[config.mk]
export PLATFORM = sky130hd
export DESIGN_NAME = hmi_to_midi_track_transcoder_core_flat
export DESIGN_NICKNAME = d
export VERILOG_FILES = /design/src/rtl/core/hmt_pkg.sv /design/src/rtl/core/hmt_in_if.sv /design/src/rtl/core/hmt_out_if.sv /design/src/rtl/core/hmt_front.sv /design/src/rtl/core/hmt_queue.sv /design/src/rtl/core/hmt_back.sv /design/src/rtl/core/hmi_to_midi_track_transcoder_core.sv /design/src/flat_wrapper.sv
export SDC_FILE = /design/constraint.sdc
export NUM_CORES = 1
export LEC_CHECK = 0
export ABC_AREA = 1
export ABC_CLOCK_PERIOD_IN_PS = 7800
export BUFFER_PORTS_ARGS = -buffer_cell sky130_fd_sc_hd__buf_2
export CAP_MARGIN = 20
export CELL_PAD_IN_SITES_DETAIL_PLACEMENT = 1
export CELL_PAD_IN_SITES_GLOBAL_PLACEMENT = 2
export CORE_ASPECT_RATIO = 0.9
export CORE_MARGIN = 4
export CORE_UTILIZATION = 30
export DETAILED_ROUTE_END_ITERATION = 6
export PLACE_DENSITY = 0.62
export SYNTH_ARGS = -nofsm -noshare
export SYNTH_HDL_FRONTEND = slang
export SYNTH_SLANG_ARGS = --single-unit
[constraint.sdc]
create_clock -name i_clk -period 7.8 [get_ports i_clk]
set_input_delay 0.39 -clock i_clk [delete_from_list [all_inputs] [get_ports i_clk]]
set_output_delay 0.39 -clock i_clk [all_outputs]
set_load 0.05 [all_outputs]
[src/rtl/core/hmt_pkg.sv]
`default_nettype none
package hmt_pkg;

    localparam int MAX_DELTA_BYTES = 4;
    localparam int COUNT_BITS_DEF = 16;
    localparam int QUEUE_DEPTH = 4;
    localparam int BW_BITS = 16;

    localparam int DC_W = $clog2(MAX_DELTA_BYTES);
    localparam int NB_W = $clog2(MAX_DELTA_BYTES + 1);

    localparam logic [1:0] ST_BYTE = 2'd0;
    localparam logic [1:0] ST_END = 2'd1;
    localparam logic [1:0] ST_LEN = 2'd2;
    localparam logic [1:0] ST_ERR = 2'd3;

    localparam logic [7:0] BYTE_TOP = 8'h80;
    localparam logic [7:0] BYTE_META = 8'hFF;
    localparam logic [7:0] META_EOT = 8'h2F;
    localparam logic [3:0] NIB_SYS = 4'hF;
    localparam logic [3:0] NIB_PROG = 4'hC;
    localparam logic [3:0] NIB_PRESS = 4'hD;

    typedef struct packed {
        logic [MAX_DELTA_BYTES-1:0][7:0] bytes;
        logic [NB_W-1:0]                 nb;
        logic                            end_trk;
        logic                            len_end;
        logic                            err;
        logic                            start;
    } t_job;

endpackage
`default_nettype wire

[src/rtl/core/hmt_in_if.sv]
`default_nettype none
interface hmt_in_if;
    logic       valid;
    logic       ready;
    logic [7:0] in_byte;
    logic       track_start;
    logic       track_last;

    modport source (output valid, output in_byte, output track_start, output track_last,
                    input ready);
    modport sink (input valid, input in_byte, input track_start, input track_last,
                  output ready);
endinterface
`default_nettype wire

[src/rtl/core/hmt_out_if.sv]
`default_nettype none
interface hmt_out_if;
    logic        valid;
    logic        ready;
    logic [7:0]  out_byte;
    logic [1:0]  status;
    logic        run_last;
    logic [15:0] bytes_written;

    modport source (output valid, output out_byte, output status, output run_last,
                    output bytes_written, input ready);
    modport sink (input valid, input out_byte, input status, input run_last,
                  input bytes_written, output ready);
endinterface
`default_nettype wire

[src/rtl/core/hmt_front.sv]
`default_nettype none
module hmt_front (
    input  wire logic    i_clk,
    input  wire logic    i_rst_n,
    hmt_in_if.sink       i_in,
    input  wire logic    i_q_ready,
    output logic         o_push,
    output hmt_pkg::t_job o_job
);
    import hmt_pkg::*;

    localparam logic [2:0] PH_DELTA = 3'd0;
    localparam logic [2:0] PH_STATUS = 3'd1;
    localparam logic [2:0] PH_CHDATA = 3'd2;
    localparam logic [2:0] PH_MTYPE = 3'd3;
    localparam logic [2:0] PH_MLEN = 3'd4;
    localparam logic [2:0] PH_MDATA = 3'd5;
    localparam logic [2:0] PH_DONE = 3'd6;
    localparam logic [2:0] PH_ERROR = 3'd7;

    logic [2:0]      r_phase, n_phase;
    logic [6:0]      r_store [MAX_DELTA_BYTES-1];
    logic [6:0]      n_store [MAX_DELTA_BYTES-1];
    logic [DC_W-1:0] r_dc, n_dc;
    logic [7:0]      r_rs, n_rs;
    logic [1:0]      r_dr, n_dr;
    logic [7:0]      r_mr, n_mr;
    logic            r_me, n_me;
    logic            accept;
    t_job            job;

    assign i_in.ready = i_q_ready;
    assign accept = i_in.valid && i_q_ready;

    always_comb begin
        logic [2:0]      e_phase;
        logic [DC_W-1:0] e_dc;
        logic [7:0]      e_rs;
        logic [1:0]      e_dr;
        logic [7:0]      e_mr;
        logic            e_me;
        logic            was_idle;
        logic [7:0]      b;

        b = i_in.in_byte;
        e_phase = i_in.track_start ? PH_DELTA : r_phase;
        e_dc = i_in.track_start ? '0 : r_dc;
        e_rs = i_in.track_start ? 8'h00 : r_rs;
        e_dr = i_in.track_start ? 2'd0 : r_dr;
        e_mr = i_in.track_start ? 8'h00 : r_mr;
        e_me = i_in.track_start ? 1'b0 : r_me;
        was_idle = (e_phase == PH_DONE) || (e_phase == PH_ERROR);

        n_phase = e_phase;
        n_dc = e_dc;
        n_rs = e_rs;
        n_dr = e_dr;
        n_mr = e_mr;
        n_me = e_me;
        n_store = r_store;
        job = '0;
        job.start = i_in.track_start;

        case (e_phase)
            PH_DELTA: begin
                if (b[7]) begin
                    job.nb = NB_W'(e_dc) + NB_W'(1);
                    job.bytes[0] = {(e_dc != '0), b[6:0]};
                    for (int j = 1; j < MAX_DELTA_BYTES; j++) begin
                        job.bytes[j] = {(j < int'(e_dc)), r_store[j-1]};
                    end
                    n_dc = '0;
                    n_phase = PH_STATUS;
                end else if (e_dc == DC_W'(MAX_DELTA_BYTES - 1)) begin
                    job.err = 1'b1;
                    n_phase = PH_ERROR;
                end else begin
                    n_store[0] = b[6:0];
                    for (int i = 1; i < MAX_DELTA_BYTES - 1; i++) begin
                        n_store[i] = r_store[i-1];
                    end
                    n_dc = e_dc + DC_W'(1);
                end
            end
            PH_STATUS: begin
                if (b == BYTE_META) begin
                    job.nb = NB_W'(1);
                    job.bytes[0] = b;
                    n_phase = PH_MTYPE;
                end else if (!b[7] || (b[7:4] == NIB_SYS)) begin
                    job.err = 1'b1;
                    n_phase = PH_ERROR;
                end else begin
                    n_dr = ((b[7:4] == NIB_PROG) || (b[7:4] == NIB_PRESS)) ? 2'd1 : 2'd2;
                    if (b != e_rs) begin
                        job.nb = NB_W'(1);
                        job.bytes[0] = b;
                    end
                    n_rs = b;
                    n_phase = PH_CHDATA;
                end
            end
            PH_CHDATA: begin
                job.nb = NB_W'(1);
                job.bytes[0] = b;
                n_dr = (e_dr != 2'd0) ? e_dr - 2'd1 : 2'd0;
                if (n_dr == 2'd0) begin
                    n_phase = PH_DELTA;
                end
            end
            PH_MTYPE: begin
                job.nb = NB_W'(1);
                job.bytes[0] = b;
                n_me = (b == META_EOT);
                n_phase = PH_MLEN;
            end
            PH_MLEN: begin
                job.nb = NB_W'(1);
                job.bytes[0] = b;
                n_mr = b;
                if (b == 8'h00) begin
                    job.end_trk = e_me;
                    n_phase = e_me ? PH_DONE : PH_DELTA;
                end else begin
                    n_phase = PH_MDATA;
                end
            end
            PH_MDATA: begin
                job.nb = NB_W'(1);
                job.bytes[0] = b;
                n_mr = (e_mr != 8'h00) ? e_mr - 8'h01 : 8'h00;
                if (n_mr == 8'h00) begin
                    job.end_trk = e_me;
                    n_phase = e_me ? PH_DONE : PH_DELTA;
                end
            end
            default: begin
            end
        endcase

        if (i_in.track_last && !was_idle && (n_phase != PH_DONE) && (n_phase != PH_ERROR)) begin
            if ((n_phase == PH_DELTA) && (n_dc == '0)) begin
                job.len_end = 1'b1;
                n_phase = PH_DONE;
            end else begin
                job.err = 1'b1;
                n_phase = PH_ERROR;
            end
        end
    end

    always_ff @(posedge i_clk) begin
        if (!i_rst_n) begin
            r_phase <= PH_DELTA;
            r_dc <= '0;
            r_rs <= 8'h00;
            r_dr <= 2'd0;
            r_mr <= 8'h00;
            r_me <= 1'b0;
        end else if (accept) begin
            r_phase <= n_phase;
            r_dc <= n_dc;
            r_rs <= n_rs;
            r_dr <= n_dr;
            r_mr <= n_mr;
            r_me <= n_me;
        end
    end

    always_ff @(posedge i_clk) begin
        if (accept) begin
            r_store <= n_store;
        end
    end

    assign o_push = accept && ((job.nb != '0) || job.len_end || job.err || job.start);
    assign o_job = job;

endmodule
`default_nettype wire

[src/rtl/core/hmt_queue.sv]
`default_nettype none
module hmt_queue (
    input  wire logic          i_clk,
    input  wire logic          i_rst_n,
    input  wire logic          i_push,
    input  wire hmt_pkg::t_job i_job,
    output logic               o_ready,
    output logic               o_valid,
    output hmt_pkg::t_job      o_job,
    input  wire logic          i_pop
);
    import hmt_pkg::*;

    localparam int PW = $clog2(QUEUE_DEPTH);
    localparam int CW = $clog2(QUEUE_DEPTH + 1);

    t_job           r_mem [QUEUE_DEPTH];
    logic [PW-1:0]  r_wp, r_rp;
    logic [CW-1:0]  r_cnt;
    logic           do_push, do_pop;

    assign o_ready = (r_cnt != CW'(QUEUE_DEPTH));
    assign o_valid = (r_cnt != '0);
    assign o_job = r_mem[r_rp];
    assign do_push = i_push && o_ready;
    assign do_pop = i_pop && o_valid;

    always_ff @(posedge i_clk) begin
        if (!i_rst_n) begin
            r_wp <= '0;
            r_rp <= '0;
            r_cnt <= '0;
        end else begin
            if (do_push) begin
                r_wp <= (r_wp == PW'(QUEUE_DEPTH - 1)) ? '0 : r_wp + PW'(1);
            end
            if (do_pop) begin
                r_rp <= (r_rp == PW'(QUEUE_DEPTH - 1)) ? '0 : r_rp + PW'(1);
            end
            if (do_push && !do_pop) begin
                r_cnt <= r_cnt + CW'(1);
            end else if (do_pop && !do_push) begin
                r_cnt <= r_cnt - CW'(1);
            end
        end
    end

    always_ff @(posedge i_clk) begin
        if (do_push) begin
            r_mem[r_wp] <= i_job;
        end
    end

endmodule
`default_nettype wire

[src/rtl/core/hmt_back.sv]
`default_nettype none
module hmt_back #(
    parameter int COUNT_BITS = hmt_pkg::COUNT_BITS_DEF
) (
    input  wire logic          i_clk,
    input  wire logic          i_rst_n,
    input  wire logic          i_valid,
    input  wire hmt_pkg::t_job i_job,
    output logic               o_pop,
    hmt_out_if.source          o_out
);
    import hmt_pkg::*;

    logic [NB_W-1:0]       r_k, n_k;
    logic [COUNT_BITS-1:0] r_count, n_count;
    logic                  r_ov, n_ov;
    logic [7:0]            r_byte, n_byte;
    logic [1:0]            r_stat, n_stat;
    logic                  r_last, n_last;
    logic [BW_BITS-1:0]    r_bw, n_bw;
    logic                  can_emit;

    assign can_emit = !r_ov || o_out.ready;

    always_comb begin
        logic [COUNT_BITS-1:0] base;
        logic [COUNT_BITS:0]   sum;
        logic [COUNT_BITS-1:0] cnt;
        logic [NB_W:0]         total;

        base = (i_job.start && (r_k == '0)) ? '0 : r_count;
        total = i_job.err ? (NB_W+1)'(1)
                          : {1'b0, i_job.nb} + (NB_W+1)'(i_job.len_end);
        sum = {1'b0, base} + (COUNT_BITS+1)'(i_job.err ? i_job.nb : NB_W'(1));
        cnt = sum[COUNT_BITS] ? '1 : sum[COUNT_BITS-1:0];

        n_k = r_k;
        n_count = r_count;
        n_ov = r_ov;
        n_byte = r_byte;
        n_stat = r_stat;
        n_last = r_last;
        n_bw = r_bw;
        o_pop = 1'b0;

        if (can_emit) begin
            n_ov = 1'b0;
            if (i_valid) begin
                if (total == '0) begin
                    n_count = base;
                    o_pop = 1'b1;
                end else begin
                    n_ov = 1'b1;
                    n_last = ({1'b0, r_k} == total - (NB_W+1)'(1));
                    if (i_job.err) begin
                        n_byte = 8'h00;
                        n_stat = ST_ERR;
                        n_count = cnt;
                    end else if (r_k < i_job.nb) begin
                        n_byte = i_job.bytes[r_k[DC_W-1:0]];
                        n_stat = (i_job.end_trk && (r_k == i_job.nb - NB_W'(1)))
                                 ? ST_END : ST_BYTE;
                        n_count = cnt;
                    end else begin
                        n_byte = 8'h00;
                        n_stat = ST_LEN;
                        n_count = base;
                    end
                    n_bw = BW_BITS'(n_count);
                    if (n_last) begin
                        o_pop = 1'b1;
                        n_k = '0;
                    end else begin
                        n_k = r_k + NB_W'(1);
                    end
                end
            end
        end
    end

    always_ff @(posedge i_clk) begin
        if (!i_rst_n) begin
            r_k <= '0;
            r_count <= '0;
            r_ov <= 1'b0;
        end else begin
            r_k <= n_k;
            r_count <= n_count;
            r_ov <= n_ov;
        end
    end

    always_ff @(posedge i_clk) begin
        r_byte <= n_byte;
        r_stat <= n_stat;
        r_last <= n_last;
        r_bw <= n_bw;
    end

    assign o_out.valid = r_ov;
    assign o_out.out_byte = r_byte;
    assign o_out.status = r_stat;
    assign o_out.run_last = r_last;
    assign o_out.bytes_written = r_bw;

endmodule
`default_nettype wire

[src/rtl/core/hmi_to_midi_track_transcoder_core.sv]
// Channel   Dir  Payload                                                 Handshake
// i_in      in   in_byte[8], track_start, track_last                     valid/ready
// o_out     out  out_byte[8], status[2], run_last, bytes_written[16]     valid/ready
//
// The front parser takes one beat per cycle while the job queue has room.
// A beat that yields results or starts a track becomes one job; the back end emits
// its results one at a time and pops a job without results silently, so a beat yields up to four results.
// Each job passes through the job queue and then the registered output stage.
// Reset is synchronous and clears the parser, the queue and the output stage.
// A stalled output holds its beat while the front keeps filling the queue.
`default_nettype none
module hmi_to_midi_track_transcoder_core #(
    parameter int COUNT_BITS = hmt_pkg::COUNT_BITS_DEF
) (
    input  wire logic i_clk,
    input  wire logic i_rst_n,
    hmt_in_if.sink    i_in,
    hmt_out_if.source o_out
);
    import hmt_pkg::*;

    logic push, q_ready, q_valid, pop;
    t_job push_job, head_job;

    hmt_front u_front (
        .i_clk     (i_clk),
        .i_rst_n   (i_rst_n),
        .i_in      (i_in),
        .i_q_ready (q_ready),
        .o_push    (push),
        .o_job     (push_job)
    );

    hmt_queue u_queue (
        .i_clk   (i_clk),
        .i_rst_n (i_rst_n),
        .i_push  (push),
        .i_job   (push_job),
        .o_ready (q_ready),
        .o_valid (q_valid),
        .o_job   (head_job),
        .i_pop   (pop)
    );

    hmt_back #(
        .COUNT_BITS (COUNT_BITS)
    ) u_back (
        .i_clk   (i_clk),
        .i_rst_n (i_rst_n),
        .i_valid (q_valid),
        .i_job   (head_job),
        .o_pop   (pop),
        .o_out   (o_out)
    );

endmodule
`default_nettype wire

[src/flat_wrapper.sv]
// flat-port wrapper written by rule: the top's interface ports become plain ports
module hmi_to_midi_track_transcoder_core_flat import hmt_pkg::*;
#(
    parameter int COUNT_BITS = hmt_pkg::COUNT_BITS_DEF
)
  (i_clk, i_rst_n, i_in_valid, i_in_in_byte, i_in_track_start, i_in_track_last, i_in_ready, o_out_valid, o_out_out_byte, o_out_status, o_out_run_last, o_out_bytes_written, o_out_ready);
  hmt_in_if i_in_i ();
  hmt_out_if o_out_i ();
  input  wire logic i_clk;
  input  wire logic i_rst_n;
  input wire logic [$bits(i_in_i.valid)-1:0] i_in_valid;
  input wire logic [$bits(i_in_i.in_byte)-1:0] i_in_in_byte;
  input wire logic [$bits(i_in_i.track_start)-1:0] i_in_track_start;
  input wire logic [$bits(i_in_i.track_last)-1:0] i_in_track_last;
  output wire logic [$bits(i_in_i.ready)-1:0] i_in_ready;
  output wire logic [$bits(o_out_i.valid)-1:0] o_out_valid;
  output wire logic [$bits(o_out_i.out_byte)-1:0] o_out_out_byte;
  output wire logic [$bits(o_out_i.status)-1:0] o_out_status;
  output wire logic [$bits(o_out_i.run_last)-1:0] o_out_run_last;
  output wire logic [$bits(o_out_i.bytes_written)-1:0] o_out_bytes_written;
  input wire logic [$bits(o_out_i.ready)-1:0] o_out_ready;
  assign i_in_i.valid = i_in_valid;
  assign i_in_i.in_byte = i_in_in_byte;
  assign i_in_i.track_start = i_in_track_start;
  assign i_in_i.track_last = i_in_track_last;
  assign i_in_ready = i_in_i.ready;
  assign o_out_valid = o_out_i.valid;
  assign o_out_out_byte = o_out_i.out_byte;
  assign o_out_status = o_out_i.status;
  assign o_out_run_last = o_out_i.run_last;
  assign o_out_bytes_written = o_out_i.bytes_written;
  assign o_out_i.ready = o_out_ready;
  hmi_to_midi_track_transcoder_core #(.COUNT_BITS(COUNT_BITS)) u_core (.i_clk(i_clk), .i_rst_n(i_rst_n), .i_in(i_in_i), .o_out(o_out_i));
endmodule
==> metrics.md <==
| Metric | Value |
|---|---|
| Fin crit period | `4.73 ns` |
| Area after DPL | `0.0127 mm^2` |
| Number of vias per cell after detailed routing | `4.88` |
| Synth top area share | `50.4%` |
| DRC marker count from the first detailed-route iteration | `399` |
| Final standard cell utilization of the core | `34.9%` |
| Crit path max-delay cell type | `dfxtp_1` |
| Kind of start point of the critical path | `flip-flop` |
| # Max-Cap Violations | `0` |
| Clock edge transition at the registers on the reported setup and hold paths | `0.06 ns` |
| Endpoint class of the critical path | `flip-flop` |
| Number of standard-cell rows in the floorplan | `68` |
| Number of antenna-violating nets in the routed design | `0` |
| Top fanout value on the critical path | `23` |
| Unrepaired setup endpoints after global routing | `no` |
| Arr. time, crit path | `5.22 ns` |
| Count of H-tree levels built during CTS | `1` |
| Worst hold stages | `1` |
| Wire length after detailed routing | `33,400 um` |
| Clock Tree Buf Depth | `3` |
| Class of the tightest hold or removal check | `input pin to flip-flop` |
| Seq/Total Area, Yosys | `59.3%` |
| Number of buffers added by the clock tree synthesis step | `29` |
| Count of buffering cells on the critical path with inverters included | `3` |
| Slew Viols, Final | `0` |
| Required arrival time at the worst endpoint | `8.29 ns` |
| Mapped Cells | `1,204` |
| Number of synthesized register bits | `253` |
| Run status | `complete, no violations` |
| Leakage power | `5.12 nW` |
| Cells along the critical path | `clkinv_1 -> ha_1 -> nand4_2 -> nand2_1 -> inv_1 -> ha_1 -> inv_1 -> fa_1 -> or2_2 -> nand2_1 -> nand3_1 -> nor2_4 -> nand3_4 -> nor2_8 -> nand2_4 -> o211ai_1 -> o21ai_1 -> a21oi_1` |
| Pin count of the biggest net entering global routing | `78` |
| WL per Instance | `18.7 um` |
| Setup slack at placement | `2.96 ns` |
| Design area | `0.0136 mm^2` |
| Share of layout cells above drive strength 1 | `13.5%` |
| Worst voltage drop across the vdd grid | `0.200 mV` |
| Buffers inserted by post-CTS timing repair | `0` |
| Number of diodes | `0` |
| Via count of the first global-routing pass | `9,089` |
| IO Pins | `43` |
| DIE WIDTH | `218 um` |
| Cell family contributing the most delay on the critical path | `simple AND/OR/NAND/NOR gates` |
| Overall die height | `197 um` |
| Areal power density over the cells | `360 mW/mm^2` |
| Via Count | `8,705` |
| Cell accounting for the most synthesized area | `edfxtp_1` |
| DRC violations left | `0` |
| Synth cell types | `48` |
| Overall Power | `4.88 mW` |
| Final Hold Viols | `0` |
| Setup_tns | `0 ns` |
| Share of the cycle needed by the critical path after routing | `60.6%` |
| Netlist area before placement | `0.0119 mm^2` |
| Mean instance size in the synthesized netlist | `9.90 um^2` |
| Total die area | `0.0430 mm^2` |
| Headroom to the max-slew limit | `33.8%` |
| Leading post-synthesis cells by instance count | `200 x edfxtp_1, 188 x nand2_1, 152 x nor2_1` |
| Global-route total usage across every layer | `15.7%` |
| Post-synth EDFFs | `200` |
| Worst Reg-to-Reg Cells | `18` |
| Synthesized net count | `1,245` |
| Primary FF master, synth | `edfxtp_1` |
| Area of the core | `0.0388 mm^2` |
| Total of warnings raised by yosys | `0` |
| Async set-reset flop share out of synthesis | `0%` |
| Most frequent cell after synthesis | `edfxtp_1` |
| Fin nets | `1,277` |
| Input/output buffers | `42` |
| Clock root cell | `clkbuf_16` |
| Placer Congestion | `0.733` |
| Largest clock skew in the final design | `0.0244 ns` |
| Starting utilization of the core area | `30.7%` |
| Hold-fix buffers at CTS | `0` |
| Layout Area Growth over Synthesis | `13.7%` |
| Antenna violations before repair | `0` |
| Remaining Overflow, GRT | `0` |
| TritonCTS sink count | `253` |
| Crit path kind | `flip-flop to flip-flop` |
| Resized Gates After CTS | `0` |
| DP HPWL | `21,500 um` |
| Final Worst Setup Slack | `3.07 ns` |
| Clock tree from TritonCTS | `built` |
| Clock latency on the worst-skew pair | `0.57 ns` |
| DR pass1 iterations | `4` |
| Worst-Margin Slew | `0.992 ns` |
| Highest clock frequency the design can meet | `211 MHz` |
| Largest stage delay, worst path | `0.75 ns` |
| First-pass GRT wire length | `53,700 um` |
| Critical path depth | `18` |
| Count of endpoints failing setup in the final report | `0` |
| Top area cells in the synthesized netlist | `edfxtp_1 50%, dfxtp_1 8.9%, nand2_1 5.9%` |
## sequential cells by signal, indices dropped and copies added (netlist names), 3 cells and up, named ones only
register / flops
u_core.u_front.r_mr: 8
u_core.u_back.r_count: 16
u_core.u_back.o_out.out_byte: 8
u_core.u_queue.r_cnt: 3
u_core.u_front.r_rs: 8
u_core.u_front.r_phase: 3
u_core.u_queue.r_mem: 152
u_core.u_back.r_k: 3
u_core.u_back.o_out.bytes_written: 16
u_core.u_front.r_store: 21
## placed cells by master, fill, tap and decap left out, drive strengths merged, types with 2 or more instances in the layout
| master | Yosys | layout |
|---|---|---|
| a211oi | 4 | 4 |
| a21oi | 70 | 70 |
| a31oi | 13 | 13 |
| buf | 12 | 55 |
| clkbuf | 42 | 37 |
| clkinv | 1 | 14 |
| dfxtp | 53 | 53 |
| edfxtp | 200 | 200 |
| fa | 2 | 2 |
| ha | 25 | 25 |
| inv | 108 | 110 |
| nand2 | 207 | 207 |
| nand3 | 66 | 66 |
| nand4 | 12 | 12 |
| nor2 | 172 | 172 |
| nor3 | 10 | 10 |
| o211ai | 12 | 12 |
| o21ai | 122 | 122 |
| o221a | 3 | 3 |
| o221ai | 19 | 19 |
| o22ai | 23 | 23 |
| or2 | 4 | 4 |
| xnor2 | 5 | 5 |
| xor2 | 12 | 12 |
## layer usage
layer | vias up | global-route usage, % | part of all wire [%]
met5 | - | 0 | 0
met4 | 0 | 2.90 | 1.7
met3 | 38 | 2.18 | 2.7
met2 | 88 | 25.0 | 45
met1 | 4313 | 23.3 | 51
li1 | 4266 | - | -
## per-stage QoR
stage / cells / hold WS [ns]
6_report: 1784 / 0.123
5_1_grt: 1784 / 0.0966
4_1_cts: 1784 / 0.0912
3_5_place_dp: 1730 / 0.437
3_3_place_gp: 1729 / 0.438
2_1_floorplan: 1204 / 0.427
## layout make-up
cell class | instances | area, um^2
clock buffer | 37 | 756
tap | 525 | 657
fill | 4411 | 25200
inverter | 109 | 412
clock inverter | 17 | 115
timing repair buffer | 55 | 328
sequential | 253 | 7070
multi-input combinational | 788 | 4220
## where the power goes
part	internal [mW]	switching, mW
Combinational	0.443	1.29
Clock	0.717	0.552
Sequential	1.77	0.110
Total	2.93	1.95
## final timing paths
path	startpoint	end	slack [ns]
min	i_in_in_byte[5]	u_core.u_front.r_store[19]	0.12
max	u_core.u_back.r_k[0]	u_core.u_back.r_count[4]	3.07
max reg2reg	u_core.u_back.r_k[0]	u_core.u_back.r_count[4]	3.07
min reg2reg	u_core.u_front.r_store[13]	u_core.u_front.r_store[6]	0.45
## cell families (layout without fill, tap and decap cells)
group	count (synthesis)	in the layout	synth area share, %
XOR/XNOR	17	17	1.25
AND/OR/NAND/NOR	472	472	17.8
flip-flops	253	253	59.3
AO/OA/AOI/OAI	272	272	13.1
adder cells (fa/ha/maj)	27	27	2.96
buffers and inverters	163	218	5.60
No activity file was read; power rests on OpenSTA's default activity.
